[config.mk]
export PLATFORM = sky130hd
export DESIGN_NAME = json_string_unescape_utf8
export DESIGN_NICKNAME = d
export VERILOG_FILES = /design/src/design/jsu_pkg.sv /design/src/design/json_string_unescape_utf8.sv /design/src/design/jsu_fifo.sv /design/src/design/jsu_front.sv /design/src/design/jsu_back.sv
export VERILOG_INCLUDE_DIRS = /design/src /design/src/design
export SDC_FILE = /design/constraint.sdc
export NUM_CORES = 1
export LEC_CHECK = 0
export ABC_AREA = 0
export BUFFER_PORTS_ARGS = -buffer_cell sky130_fd_sc_hd__buf_2
export CAP_MARGIN = 20
export CORE_UTILIZATION = 30
export DETAILED_ROUTE_END_ITERATION = 8
export GPL_ROUTABILITY_DRIVEN = 0
export SKIP_CTS_REPAIR_TIMING = 1
export SKIP_LAST_GASP = 1
export SYNTH_ARGS = -nofsm -noshare
export SYNTH_HDL_FRONTEND = slang
export SYNTH_SLANG_ARGS = --single-unit
[constraint.sdc]
create_clock -name i_clk -period 3.91 [get_ports i_clk]
set_input_delay 0.391 -clock i_clk [delete_from_list [all_inputs] [get_ports i_clk]]
set_output_delay 0.391 -clock i_clk [all_outputs]
set_load 0.005 [all_outputs]
[src/design/json_string_unescape_utf8_assert.svh]
// Assertion macros shared by the string unescaper modules.
`ifndef JSON_STRING_UNESCAPE_UTF8_ASSERT_SVH
`define JSON_STRING_UNESCAPE_UTF8_ASSERT_SVH

`ifndef SYNTHESIS

// Check a property on every clock edge outside reset.
`define JSU_ASSERT(lbl, clk, rstn, prop) \
    lbl: assert property (@(posedge clk) disable iff (!rstn) (prop)) \
        else $error("jsu assertion failed");

// Check that a condition leads to a consequence in the next cycle.
`define JSU_ASSERT_NEXT(lbl, clk, rstn, ante, cons) \
    lbl: assert property (@(posedge clk) disable iff (!rstn) (ante) |=> (cons)) \
        else $error("jsu assertion failed");

`else

`define JSU_ASSERT(lbl, clk, rstn, prop)
`define JSU_ASSERT_NEXT(lbl, clk, rstn, ante, cons)

`endif

`endif

[src/design/jsu_pkg.sv]
// Shared types and codes of the JSON string unescaper.
package jsu_pkg;

    // Default depth of the command queue between front and back
    localparam int QUEUE_DEPTH = 4;

    // Result kinds
    localparam logic [1:0] K_DATA  = 2'd0;
    localparam logic [1:0] K_DONE  = 2'd1;
    localparam logic [1:0] K_ERROR = 2'd2;

    // Error codes
    localparam logic [2:0] E_NONE     = 3'd0;
    localparam logic [2:0] E_UNTERM   = 3'd1;
    localparam logic [2:0] E_CONTROL  = 3'd2;
    localparam logic [2:0] E_BAD_U    = 3'd3;
    localparam logic [2:0] E_BAD_ESC  = 3'd4;

    // One classified input byte: optional U+FFFD, optional code point, optional end
    typedef struct packed {
        logic        has_fffd;
        logic        has_cp;
        logic [1:0]  cp_last_idx;   // UTF-8 length of cp minus one (zero for a raw byte)
        logic [20:0] cp;
        logic        has_end;
        logic [1:0]  end_kind;
        logic [2:0]  end_err;
    } t_cmd;

endpackage

[src/design/json_string_unescape_utf8.sv]
// JSON string body unescaper with UTF-8 output: top level.
//
// Input stream: one raw byte of a JSON string body per transfer on s_axis
// (opening quote already removed). Output stream: decoded results on m_axis,
// tdata the UTF-8 byte, tuser the kind and error code, tlast on the final
// result caused by an input byte. A closing quote ends the string with kind
// "done"; NUL, control bytes, bad escapes and bad hex digits end it with kind
// "error", after which decoding restarts in plain content.
// Path: the first result of a byte passes through the command queue and then
// the emitter's command and state registers.
// Throughput: one input byte per cycle and one result per cycle. A byte that
// causes up to 6 results holds the output until all are sent; the
// command queue of QUEUE_DEPTH entries between classifier and emitter takes
// the slack, and s_axis_tready drops only while the queue is full.
// When the receiver stalls the current result is held and the queue fills,
// then input stalls. Reset clears the escape state, the queue and the output.
module json_string_unescape_utf8 #(
    parameter int QUEUE_DEPTH = jsu_pkg::QUEUE_DEPTH
) (
    input  logic       i_clk,
    input  logic       i_rst_n,
    input  logic       i_s_axis_tvalid,
    output logic       o_s_axis_tready,
    input  logic [7:0] i_s_axis_tdata,     // [7:0] in_byte
    output logic       o_m_axis_tvalid,
    input  logic       i_m_axis_tready,
    output logic [7:0] o_m_axis_tdata,     // [7:0] out_byte
    output logic [4:0] o_m_axis_tuser,     // [1:0] kind, [4:2] error_code
    output logic       o_m_axis_tlast      // last
);
    import jsu_pkg::*;

    logic full;
    logic push;
    logic pop;
    logic q_valid;
    t_cmd push_cmd;
    t_cmd q_cmd;

    // Classify input bytes
    jsu_front u_front (
        .i_clk           (i_clk),
        .i_rst_n         (i_rst_n),
        .i_s_axis_tvalid (i_s_axis_tvalid),
        .o_s_axis_tready (o_s_axis_tready),
        .i_s_axis_tdata  (i_s_axis_tdata),
        .i_full          (full),
        .o_push          (push),
        .o_cmd           (push_cmd)
    );

    // Buffer commands
    jsu_fifo #(
        .DEPTH (QUEUE_DEPTH)
    ) u_fifo (
        .i_clk   (i_clk),
        .i_rst_n (i_rst_n),
        .i_push  (push),
        .i_data  (push_cmd),
        .i_pop   (pop),
        .o_data  (q_cmd),
        .o_valid (q_valid),
        .o_full  (full)
    );

    // Emit result bytes
    jsu_back u_back (
        .i_clk           (i_clk),
        .i_rst_n         (i_rst_n),
        .i_cmd_valid     (q_valid),
        .i_cmd           (q_cmd),
        .o_cmd_pop       (pop),
        .o_m_axis_tvalid (o_m_axis_tvalid),
        .i_m_axis_tready (i_m_axis_tready),
        .o_m_axis_tdata  (o_m_axis_tdata),
        .o_m_axis_tuser  (o_m_axis_tuser),
        .o_m_axis_tlast  (o_m_axis_tlast)
    );

endmodule

[src/design/jsu_fifo.sv]
// Short command queue between the classifier and the byte emitter.
module jsu_fifo #(
    parameter int DEPTH = jsu_pkg::QUEUE_DEPTH
) (
    input  logic         i_clk,
    input  logic         i_rst_n,
    input  logic         i_push,
    input  jsu_pkg::t_cmd i_data,
    input  logic         i_pop,
    output jsu_pkg::t_cmd o_data,
    output logic         o_valid,
    output logic         o_full
);
    import jsu_pkg::*;

    localparam int AW = (DEPTH > 1) ? $clog2(DEPTH) : 1;
    localparam int CW = $clog2(DEPTH + 1);
    localparam logic [AW-1:0] LAST_PTR = AW'(DEPTH - 1);
    localparam logic [CW-1:0] FULL_CNT = CW'(DEPTH);

    t_cmd          r_mem [DEPTH];
    logic [AW-1:0] r_wr_ptr;
    logic [AW-1:0] r_rd_ptr;
    logic [CW-1:0] r_count;

    assign o_data  = r_mem[r_rd_ptr];
    assign o_valid = (r_count != '0);
    assign o_full  = (r_count == FULL_CNT);

    // Store pushed commands
    always_ff @(posedge i_clk) begin
        if (i_push) begin
            r_mem[r_wr_ptr] <= i_data;
        end
    end

    // Advance pointers and occupancy
    always_ff @(posedge i_clk) begin
        if (!i_rst_n) begin
            r_wr_ptr <= '0;
            r_rd_ptr <= '0;
            r_count  <= '0;
        end else begin
            if (i_push) begin
                r_wr_ptr <= (r_wr_ptr == LAST_PTR) ? '0 : r_wr_ptr + 1'b1;
            end
            if (i_pop) begin
                r_rd_ptr <= (r_rd_ptr == LAST_PTR) ? '0 : r_rd_ptr + 1'b1;
            end
            if (i_push && !i_pop) begin
                r_count <= r_count + 1'b1;
            end else if (!i_push && i_pop) begin
                r_count <= r_count - 1'b1;
            end
        end
    end

`include "json_string_unescape_utf8_assert.svh"
    `JSU_ASSERT(a_fifo_no_overrun, i_clk, i_rst_n, (i_push && !i_pop) |-> (r_count != FULL_CNT))
    `JSU_ASSERT(a_fifo_no_underrun, i_clk, i_rst_n, i_pop |-> (r_count != '0))
    `JSU_ASSERT(a_fifo_count_range, i_clk, i_rst_n, r_count <= FULL_CNT)

endmodule

[src/design/jsu_front.sv]
// Front end: accepts string bytes, runs the escape state machine, classifies results.
module jsu_front (
    input  logic          i_clk,
    input  logic          i_rst_n,
    input  logic          i_s_axis_tvalid,
    output logic          o_s_axis_tready,
    input  logic [7:0]    i_s_axis_tdata,
    input  logic          i_full,
    output logic          o_push,
    output jsu_pkg::t_cmd o_cmd
);
    import jsu_pkg::*;

    typedef enum logic [5:0] {
        PH_PLAIN   = 6'b000001,
        PH_ESC     = 6'b000010,
        PH_HEX     = 6'b000100,
        PH_HIGH    = 6'b001000,
        PH_HIGH_BS = 6'b010000,
        PH_HEX2    = 6'b100000
    } t_phase;

    localparam logic [7:0] CH_QUOTE  = 8'h22;
    localparam logic [7:0] CH_BSLASH = 8'h5C;
    localparam logic [7:0] CH_SLASH  = 8'h2F;
    localparam logic [7:0] CH_B      = 8'h62;
    localparam logic [7:0] CH_F      = 8'h66;
    localparam logic [7:0] CH_N      = 8'h6E;
    localparam logic [7:0] CH_R      = 8'h72;
    localparam logic [7:0] CH_T      = 8'h74;
    localparam logic [7:0] CH_U      = 8'h75;
    localparam logic [7:0] CH_SPACE  = 8'h20;
    localparam logic [20:0] CP_FFFD  = 21'h00FFFD;
    localparam logic [20:0] CP_PLANE1 = 21'h010000;

    t_phase      r_phase, n_phase;
    logic [1:0]  r_cnt, n_cnt;
    logic [11:0] r_acc, n_acc;
    logic [9:0]  r_pend, n_pend;

    logic [7:0]  c;
    logic        hv;
    logic [3:0]  h;
    logic        run_plain, run_esc, run_val;
    logic        raw_byte;
    logic [15:0] val;
    logic [15:0] hex_word;
    logic        accept;
    t_cmd        cmd;

    assign c = i_s_axis_tdata;
    assign o_s_axis_tready = !i_full;
    assign accept = i_s_axis_tvalid && !i_full;
    assign hex_word = {r_acc, h};

    // Decode one hex digit
    always_comb begin
        hv = 1'b0;
        h  = c[3:0];
        if (c >= 8'h30 && c <= 8'h39) begin
            hv = 1'b1;
        end else if ((c >= 8'h61 && c <= 8'h66) || (c >= 8'h41 && c <= 8'h46)) begin
            hv = 1'b1;
            h  = c[3:0] + 4'd9;
        end
    end

    // Escape state machine and result classification
    always_comb begin
        n_phase   = r_phase;
        n_cnt     = r_cnt;
        n_acc     = r_acc;
        n_pend    = r_pend;
        cmd       = '0;
        run_plain = 1'b0;
        run_esc   = 1'b0;
        run_val   = 1'b0;
        raw_byte  = 1'b0;
        val       = hex_word;

        case (r_phase)
            PH_ESC: begin
                run_esc = 1'b1;
            end
            PH_HEX: begin
                if (!hv) begin
                    cmd.has_end  = 1'b1;
                    cmd.end_kind = K_ERROR;
                    cmd.end_err  = E_BAD_U;
                    n_phase      = PH_PLAIN;
                    n_cnt        = '0;
                end else if (r_cnt == 2'd3) begin
                    n_cnt   = '0;
                    run_val = 1'b1;
                end else begin
                    n_cnt = r_cnt + 2'd1;
                    n_acc = {r_acc[7:0], h};
                end
            end
            PH_HIGH: begin
                if (c == CH_BSLASH) begin
                    n_phase = PH_HIGH_BS;
                end else begin
                    cmd.has_fffd = 1'b1;
                    run_plain    = 1'b1;
                end
            end
            PH_HIGH_BS: begin
                if (c == CH_U) begin
                    n_phase = PH_HEX2;
                    n_acc   = '0;
                    n_cnt   = '0;
                end else begin
                    cmd.has_fffd = 1'b1;
                    run_esc      = 1'b1;
                end
            end
            PH_HEX2: begin
                if (!hv) begin
                    cmd.has_fffd = 1'b1;
                    cmd.has_end  = 1'b1;
                    cmd.end_kind = K_ERROR;
                    cmd.end_err  = E_BAD_U;
                    n_phase      = PH_PLAIN;
                    n_cnt        = '0;
                end else if (r_cnt == 2'd3) begin
                    n_cnt = '0;
                    if (hex_word[15:10] == 6'b110111) begin
                        // Join the surrogate pair
                        cmd.has_cp = 1'b1;
                        cmd.cp     = CP_PLANE1 + {1'b0, r_pend, hex_word[9:0]};
                        n_phase    = PH_PLAIN;
                    end else begin
                        cmd.has_fffd = 1'b1;
                        run_val      = 1'b1;
                    end
                end else begin
                    n_cnt = r_cnt + 2'd1;
                    n_acc = {r_acc[7:0], h};
                end
            end
            default: begin
                run_plain = 1'b1;
            end
        endcase

        // Plain string content
        if (run_plain) begin
            n_phase = PH_PLAIN;
            if (c == 8'h00) begin
                cmd.has_end  = 1'b1;
                cmd.end_kind = K_ERROR;
                cmd.end_err  = E_UNTERM;
                n_cnt        = '0;
            end else if (c == CH_QUOTE) begin
                cmd.has_end  = 1'b1;
                cmd.end_kind = K_DONE;
                cmd.end_err  = E_NONE;
                n_cnt        = '0;
            end else if (c < CH_SPACE) begin
                cmd.has_end  = 1'b1;
                cmd.end_kind = K_ERROR;
                cmd.end_err  = E_CONTROL;
                n_cnt        = '0;
            end else if (c == CH_BSLASH) begin
                n_phase = PH_ESC;
            end else begin
                // Pass the raw byte through as a single result, even above 0x7F
                cmd.has_cp = 1'b1;
                cmd.cp     = {13'd0, c};
                raw_byte   = 1'b1;
            end
        end

        // Character after a backslash
        if (run_esc) begin
            n_phase    = PH_PLAIN;
            cmd.has_cp = 1'b1;
            case (c)
                CH_QUOTE:  cmd.cp = {13'd0, CH_QUOTE};
                CH_BSLASH: cmd.cp = {13'd0, CH_BSLASH};
                CH_SLASH:  cmd.cp = {13'd0, CH_SLASH};
                CH_B:      cmd.cp = 21'h08;
                CH_F:      cmd.cp = 21'h0C;
                CH_N:      cmd.cp = 21'h0A;
                CH_R:      cmd.cp = 21'h0D;
                CH_T:      cmd.cp = 21'h09;
                CH_U: begin
                    cmd.has_cp = 1'b0;
                    n_phase    = PH_HEX;
                    n_acc      = '0;
                    n_cnt      = '0;
                end
                default: begin
                    cmd.has_cp   = 1'b0;
                    cmd.has_end  = 1'b1;
                    cmd.end_kind = K_ERROR;
                    cmd.end_err  = E_BAD_ESC;
                    n_cnt        = '0;
                end
            endcase
        end

        // Completed escape value on its own
        if (run_val) begin
            n_phase = PH_PLAIN;
            if (val[15:10] == 6'b110110) begin
                n_pend  = val[9:0];
                n_phase = PH_HIGH;
            end else if (val[15:11] == 5'b11011) begin
                cmd.has_cp = 1'b1;
                cmd.cp     = CP_FFFD;
            end else begin
                cmd.has_cp = 1'b1;
                cmd.cp     = {5'd0, val};
            end
        end

        // UTF-8 length of the code point; a raw byte is always one result
        if (raw_byte) begin
            cmd.cp_last_idx = 2'd0;
        end else if (cmd.cp[20:16] != '0) begin
            cmd.cp_last_idx = 2'd3;
        end else if (cmd.cp[15:11] != '0) begin
            cmd.cp_last_idx = 2'd2;
        end else if (cmd.cp[10:7] != '0) begin
            cmd.cp_last_idx = 2'd1;
        end else begin
            cmd.cp_last_idx = 2'd0;
        end
    end

    assign o_cmd  = cmd;
    assign o_push = accept && (cmd.has_fffd || cmd.has_cp || cmd.has_end);

    // Hold control state
    always_ff @(posedge i_clk) begin
        if (!i_rst_n) begin
            r_phase <= PH_PLAIN;
            r_cnt   <= '0;
        end else if (accept) begin
            r_phase <= n_phase;
            r_cnt   <= n_cnt;
        end
    end

    // Hold hex value and pending high surrogate
    always_ff @(posedge i_clk) begin
        if (accept) begin
            r_acc  <= n_acc;
            r_pend <= n_pend;
        end
    end

endmodule

[src/design/jsu_back.sv]
// Back end: expands queued commands into UTF-8 bytes and end markers.
module jsu_back (
    input  logic          i_clk,
    input  logic          i_rst_n,
    input  logic          i_cmd_valid,
    input  jsu_pkg::t_cmd i_cmd,
    output logic          o_cmd_pop,
    output logic          o_m_axis_tvalid,
    input  logic          i_m_axis_tready,
    output logic [7:0]    o_m_axis_tdata,
    output logic [4:0]    o_m_axis_tuser,
    output logic          o_m_axis_tlast
);
    import jsu_pkg::*;

    typedef enum logic [3:0] {
        S_IDLE = 4'b0001,
        S_FFFD = 4'b0010,
        S_CP   = 4'b0100,
        S_END  = 4'b1000
    } t_bstate;

    localparam logic [7:0] UTF8_LEAD2 = 8'hC0;
    localparam logic [7:0] UTF8_LEAD3 = 8'hE0;
    localparam logic [7:0] UTF8_LEAD4 = 8'hF0;
    localparam logic [7:0] UTF8_CONT  = 8'h80;

    t_bstate    r_state, n_state;
    logic [1:0] r_idx, n_idx;
    t_cmd       r_cmd;

    logic       last;
    logic       xfer;
    logic       load;
    logic [1:0] kind;
    logic [2:0] err;

    // Byte idx of the UTF-8 form of cp, whose last byte index is li
    function automatic logic [7:0] f_utf8(logic [20:0] cp, logic [1:0] li, logic [1:0] idx);
        logic [1:0] k;
        logic [7:0] b;
        k = li - idx;
        b = 8'h00;
        if (idx == 2'd0) begin
            case (li)
                2'd0:    b = cp[7:0];
                2'd1:    b = UTF8_LEAD2 | {3'd0, cp[10:6]};
                2'd2:    b = UTF8_LEAD3 | {4'd0, cp[15:12]};
                default: b = UTF8_LEAD4 | {5'd0, cp[20:18]};
            endcase
        end else begin
            case (k)
                2'd0:    b = UTF8_CONT | {2'd0, cp[5:0]};
                2'd1:    b = UTF8_CONT | {2'd0, cp[11:6]};
                default: b = UTF8_CONT | {2'd0, cp[17:12]};
            endcase
        end
        return b;
    endfunction

    // Drive the current result
    always_comb begin
        o_m_axis_tvalid = 1'b1;
        o_m_axis_tdata  = 8'h00;
        kind            = K_DATA;
        err             = E_NONE;
        last            = 1'b0;
        case (r_state)
            S_FFFD: begin
                case (r_idx)
                    2'd0:    o_m_axis_tdata = 8'hEF;
                    2'd1:    o_m_axis_tdata = 8'hBF;
                    default: o_m_axis_tdata = 8'hBD;
                endcase
                last = (r_idx == 2'd2) && !r_cmd.has_cp && !r_cmd.has_end;
            end
            S_CP: begin
                o_m_axis_tdata = f_utf8(r_cmd.cp, r_cmd.cp_last_idx, r_idx);
                last = (r_idx == r_cmd.cp_last_idx) && !r_cmd.has_end;
            end
            S_END: begin
                kind = r_cmd.end_kind;
                err  = r_cmd.end_err;
                last = 1'b1;
            end
            default: begin
                o_m_axis_tvalid = 1'b0;
            end
        endcase
    end

    assign o_m_axis_tuser = {err, kind};
    assign o_m_axis_tlast = last;

    assign xfer      = o_m_axis_tvalid && i_m_axis_tready;
    assign load      = (r_state == S_IDLE) || (xfer && last);
    assign o_cmd_pop = load && i_cmd_valid;

    // Advance through the bytes of a command
    always_comb begin
        n_state = r_state;
        n_idx   = r_idx;
        if (load) begin
            n_idx = '0;
            if (!i_cmd_valid) begin
                n_state = S_IDLE;
            end else if (i_cmd.has_fffd) begin
                n_state = S_FFFD;
            end else if (i_cmd.has_cp) begin
                n_state = S_CP;
            end else begin
                n_state = S_END;
            end
        end else if (xfer) begin
            case (r_state)
                S_FFFD: begin
                    if (r_idx == 2'd2) begin
                        n_idx   = '0;
                        n_state = r_cmd.has_cp ? S_CP : S_END;
                    end else begin
                        n_idx = r_idx + 2'd1;
                    end
                end
                S_CP: begin
                    if (r_idx == r_cmd.cp_last_idx) begin
                        n_idx   = '0;
                        n_state = S_END;
                    end else begin
                        n_idx = r_idx + 2'd1;
                    end
                end
                default: begin
                    n_state = S_IDLE;
                end
            endcase
        end
    end

    // Hold emitter state
    always_ff @(posedge i_clk) begin
        if (!i_rst_n) begin
            r_state <= S_IDLE;
            r_idx   <= '0;
        end else begin
            r_state <= n_state;
            r_idx   <= n_idx;
        end
    end

    // Take the next command
    always_ff @(posedge i_clk) begin
        if (o_cmd_pop) begin
            r_cmd <= i_cmd;
        end
    end

`include "json_string_unescape_utf8_assert.svh"
    `JSU_ASSERT(a_back_end_last, i_clk, i_rst_n, (o_m_axis_tvalid && (kind != K_DATA)) |-> o_m_axis_tlast)
    `JSU_ASSERT(a_back_pop_on_last, i_clk, i_rst_n, (o_cmd_pop && o_m_axis_tvalid) |-> (i_m_axis_tready && o_m_axis_tlast))
    `JSU_ASSERT_NEXT(a_back_go_idle, i_clk, i_rst_n, (xfer && last && !i_cmd_valid), !o_m_axis_tvalid)

endmodule

==> results.json <==
{
  "status": "complete, no violations",
  "hold_viol": 0,
  "die_x_um": 178.8,
  "synth_area_per_cell_um2": 13.41,
  "root_buffer": "clkbuf_16",
  "start_util_pct": 30.56,
  "ant_nets": 0,
  "grt_start_max_net_pins": 35,
  "cts-buffers-inserted": 17,
  "slew_viol_final": 0,
  "clkTransAtPathRegs_ps": 80,
  "synth.ff_latch_count": 199,
  "io_pins": 28,
  "routed_wl_um": 20510,
  "max_slew_margin_pct": 32.06,
  "p_int_w": 0.004241,
  "cp_data_required_time_ps": 4270,
  "critPathMostFrequentCell": "nor2b_1",
  "antenna_cells": 0,
  "slowest_delay_ps": 530,
  "first_pass_iters": 5,
  "grt_pass1_vias": 5667,
  "drive_gt1_share_pct": 17.65,
  "num-nets-final": 763,
  "grt_first_pass_wirelength_um": 31600,
  "swShare_pct": 30.78,
  "grt_use_total_pct": 13.22,
  "synth_cell_types": 74,
  "worst_pin_slew_ps": 1015,
  "fin_setup_tns_ps": 0,
  "hp-class": "input port to register",
  "synth_top_flop_cell": "edfxtp_1",
  "routedWlPerCell_um": 18.02,
  "fin_skew_ps": 13.22,
  "clk_latency_ps": 440,
  "cp-end-kind": "register",
  "vias_per_cell": 5.189,
  "vias": 5905,
  "core_area_um2": 30670,
  "synth-edff-count": 176,
  "cts_max_path_buffers": 2,
  "synthCells": 699,
  "synth.most_common_cell": "edfxtp_1",
  "crit_slowest_cell": "dfxtp_1",
  "ys_seq_area_share_pct": 61.29,
  "cts_tree": "done",
  "synth_top_cells_by_area": "edfxtp_1 56%, mux4_2 7.4%, dfxtp_1 4.9%",
  "max-cap-violations": 0,
  "syn-num-nets": 733,
  "met1_usage_pct": 18.20,
  "cp_top_family": "compound AO/OA/AOI/OAI gates",
  "p_per_area_nw_per_um2": 577.6,
  "cp_num_buf_inv": 1,
  "crit_fanout": 10,
  "synth_area_um2": 9374,
  "crit_chain": "nor2b_1, a31o_2, a21oi_1, nor2b_1, nor2_1, a41oi_2, ha_1, inv_1, fa_1, xor2_1, or3_1, a21boi_0",
  "rsz0062_at_grt": "false",
  "power_frac_seq_pct": 48.7,
  "drt_iter0_drc": 633,
  "net-switching-power_w": 0.001886,
  "pwr-share-clk_pct": 28.5,
  "dieArea_um2": 31960,
  "grt-ovfl-total": 0,
  "yosysWarnings": 0,
  "min_period_ps": 3381,
  "whs_ps": 289.8,
  "synth_commonest_cells": "176 x edfxtp_1, 48 x nand2_1, 48 x nor2_1",
  "n_fill_cell": 2946,
  "htree_levels": 4,
  "dp.final_hpwl_um": 14240,
  "p_leak_nw": 3.631,
  "rows": 64,
  "synth_top_area_cell": "edfxtp_1",
  "top_usage_layer": "met2",
  "syn_to_final_growth_pct": 13.16,
  "arrival_ps": 3740,
  "die_h_um": 178.8,
  "synth_top_area_share_pct": 56.38,
  "fin_crit_sh_pct": 86.46,
  "max_freq_ghz": 0.2958,
  "met2_usage_pct": 20.62,
  "start_kind": "register",
  "post-route-drc-count": 0,
  "setup_viol": 0,
  "crit_type": "register to register",
  "antenna_found_initial": 0,
  "io_buffers": 27,
  "clock-sinks": 199,
  "pwr-share-comb_pct": 22.8,
  "synth-async-reset-ratio_pct": 0,
  "peakVddDrop_v": 0.0003325,
  "grt_util_met3_pct": 2.820
}
[worst min-delay path, stage by stage]
cell	delay (ps)
buf_2	130
a22oi_1	90
nor2_1	80
[per-layer routing]
layer | part of all wire, % | up-vias
met1 | 46 | 2904
met5 | 0 | -
met3 | 6.1 | 27
met4 | 1.8 | 0
met2 | 46 | 212
li1 | - | 2762
[per-stage QoR]
| step | total power [W] | instance area, um^2 | util (%) | std cells | setup WS, ps |
|---|---|---|---|---|---|
| 4_1_cts | 0.006186 | 10610 | 34.59 | 1138 | 586.7 |
| 2_1_floorplan | 0.004003 | 9376 | - | 699 | 227.8 |
| 3_3_place_gp | 0.004417 | 10010 | 32.64 | 1106 | 289.1 |
| 6_report | 0.006127 | 10610 | 34.59 | 1138 | 529.3 |
| 3_5_place_dp | 0.004449 | 10010 | 32.64 | 1106 | 193.0 |
| 5_1_grt | 0.006429 | 10610 | 34.59 | 1138 | 379.7 |
[path summary, 6_finish.rpt]
path,from,to,slack [ps],cells past startpoint
max reg2reg,u_front.r_phase[2],u_fifo.r_count[2],530,12
min,i_m_axis_tready,u_back.r_idx[0],290,3
min reg2reg,u_front.r_cnt[1],u_front.r_cnt[1],470,2
max,u_front.r_phase[2],u_fifo.r_count[2],530,12
[kinds of logic after synthesis]
family	share of synthesized area, %
xor gates and xnor gates	1.215
DFF	61.29
muxes	9.383
AOI/OAI and AO/OA	10.21
and+or+nand+nor	12.11
adders and majority gates	3.017
buffers and inverters	2.776
[power groups by stage]
stage	Clock, W	Combinational [W]	Sequential [W]
floorplan	0	0.00110	0.00291
global placement	0	0.00139	0.00303
detailed placement	0	0.00141	0.00304
CTS	0.00177	0.00142	0.00300
global route	0.00186	0.00154	0.00303
finish	0.00175	0.00139	0.00299
[registers in the layout, summed over array words and instances (netlist names), named ones only]
signal	count
u_front.r_phase	6
u_front.r_pend	10
u_fifo.r_wr_ptr	2
u_back.r_cmd	30
u_front.r_acc	12
u_fifo.r_mem	124
u_back.r_idx	2
u_fifo.r_rd_ptr	2
u_front.r_cnt	2
u_back.r_state	4
u_fifo.r_count	3
[cells in the final DEF (no fill, tap or decap), drive strengths merged, types with 4 or more instances in the layout]
cell type and instances:
a211oi 11, a21oi 34, a22o 4, a22oi 7, a31oi 4, and2 18
and3 6, buf 48, clkbuf 17, clkinv 4, dfxtp 23, edfxtp 176
ha 21, inv 34, mux2i 17, mux4 31, nand2 48, nand2b 4
nand3 28, nand3b 4, nor2 49, nor2b 14, nor3 10, nor3b 4
nor4 5, nor4b 5, o21a 4, o21ai 28, o31ai 4, or3 7
xnor2 5, xor2 8
[area by class of cell]
cell class                      count  area, um^2  share of cell area, %
Clock buffer                       17       425.4                  4.010
Sequential cell                   199        5747                  54.18
Inverter                           25       93.84                 0.8846
Clock inverter                     15       171.4                  1.616
Multi-Input combinational cell    438        3382                  31.88
Tap cell                          396       495.5                  4.671
Timing Repair Buffer               48       292.8                  2.760
Note: power is estimated with default switching activity, not from simulation.
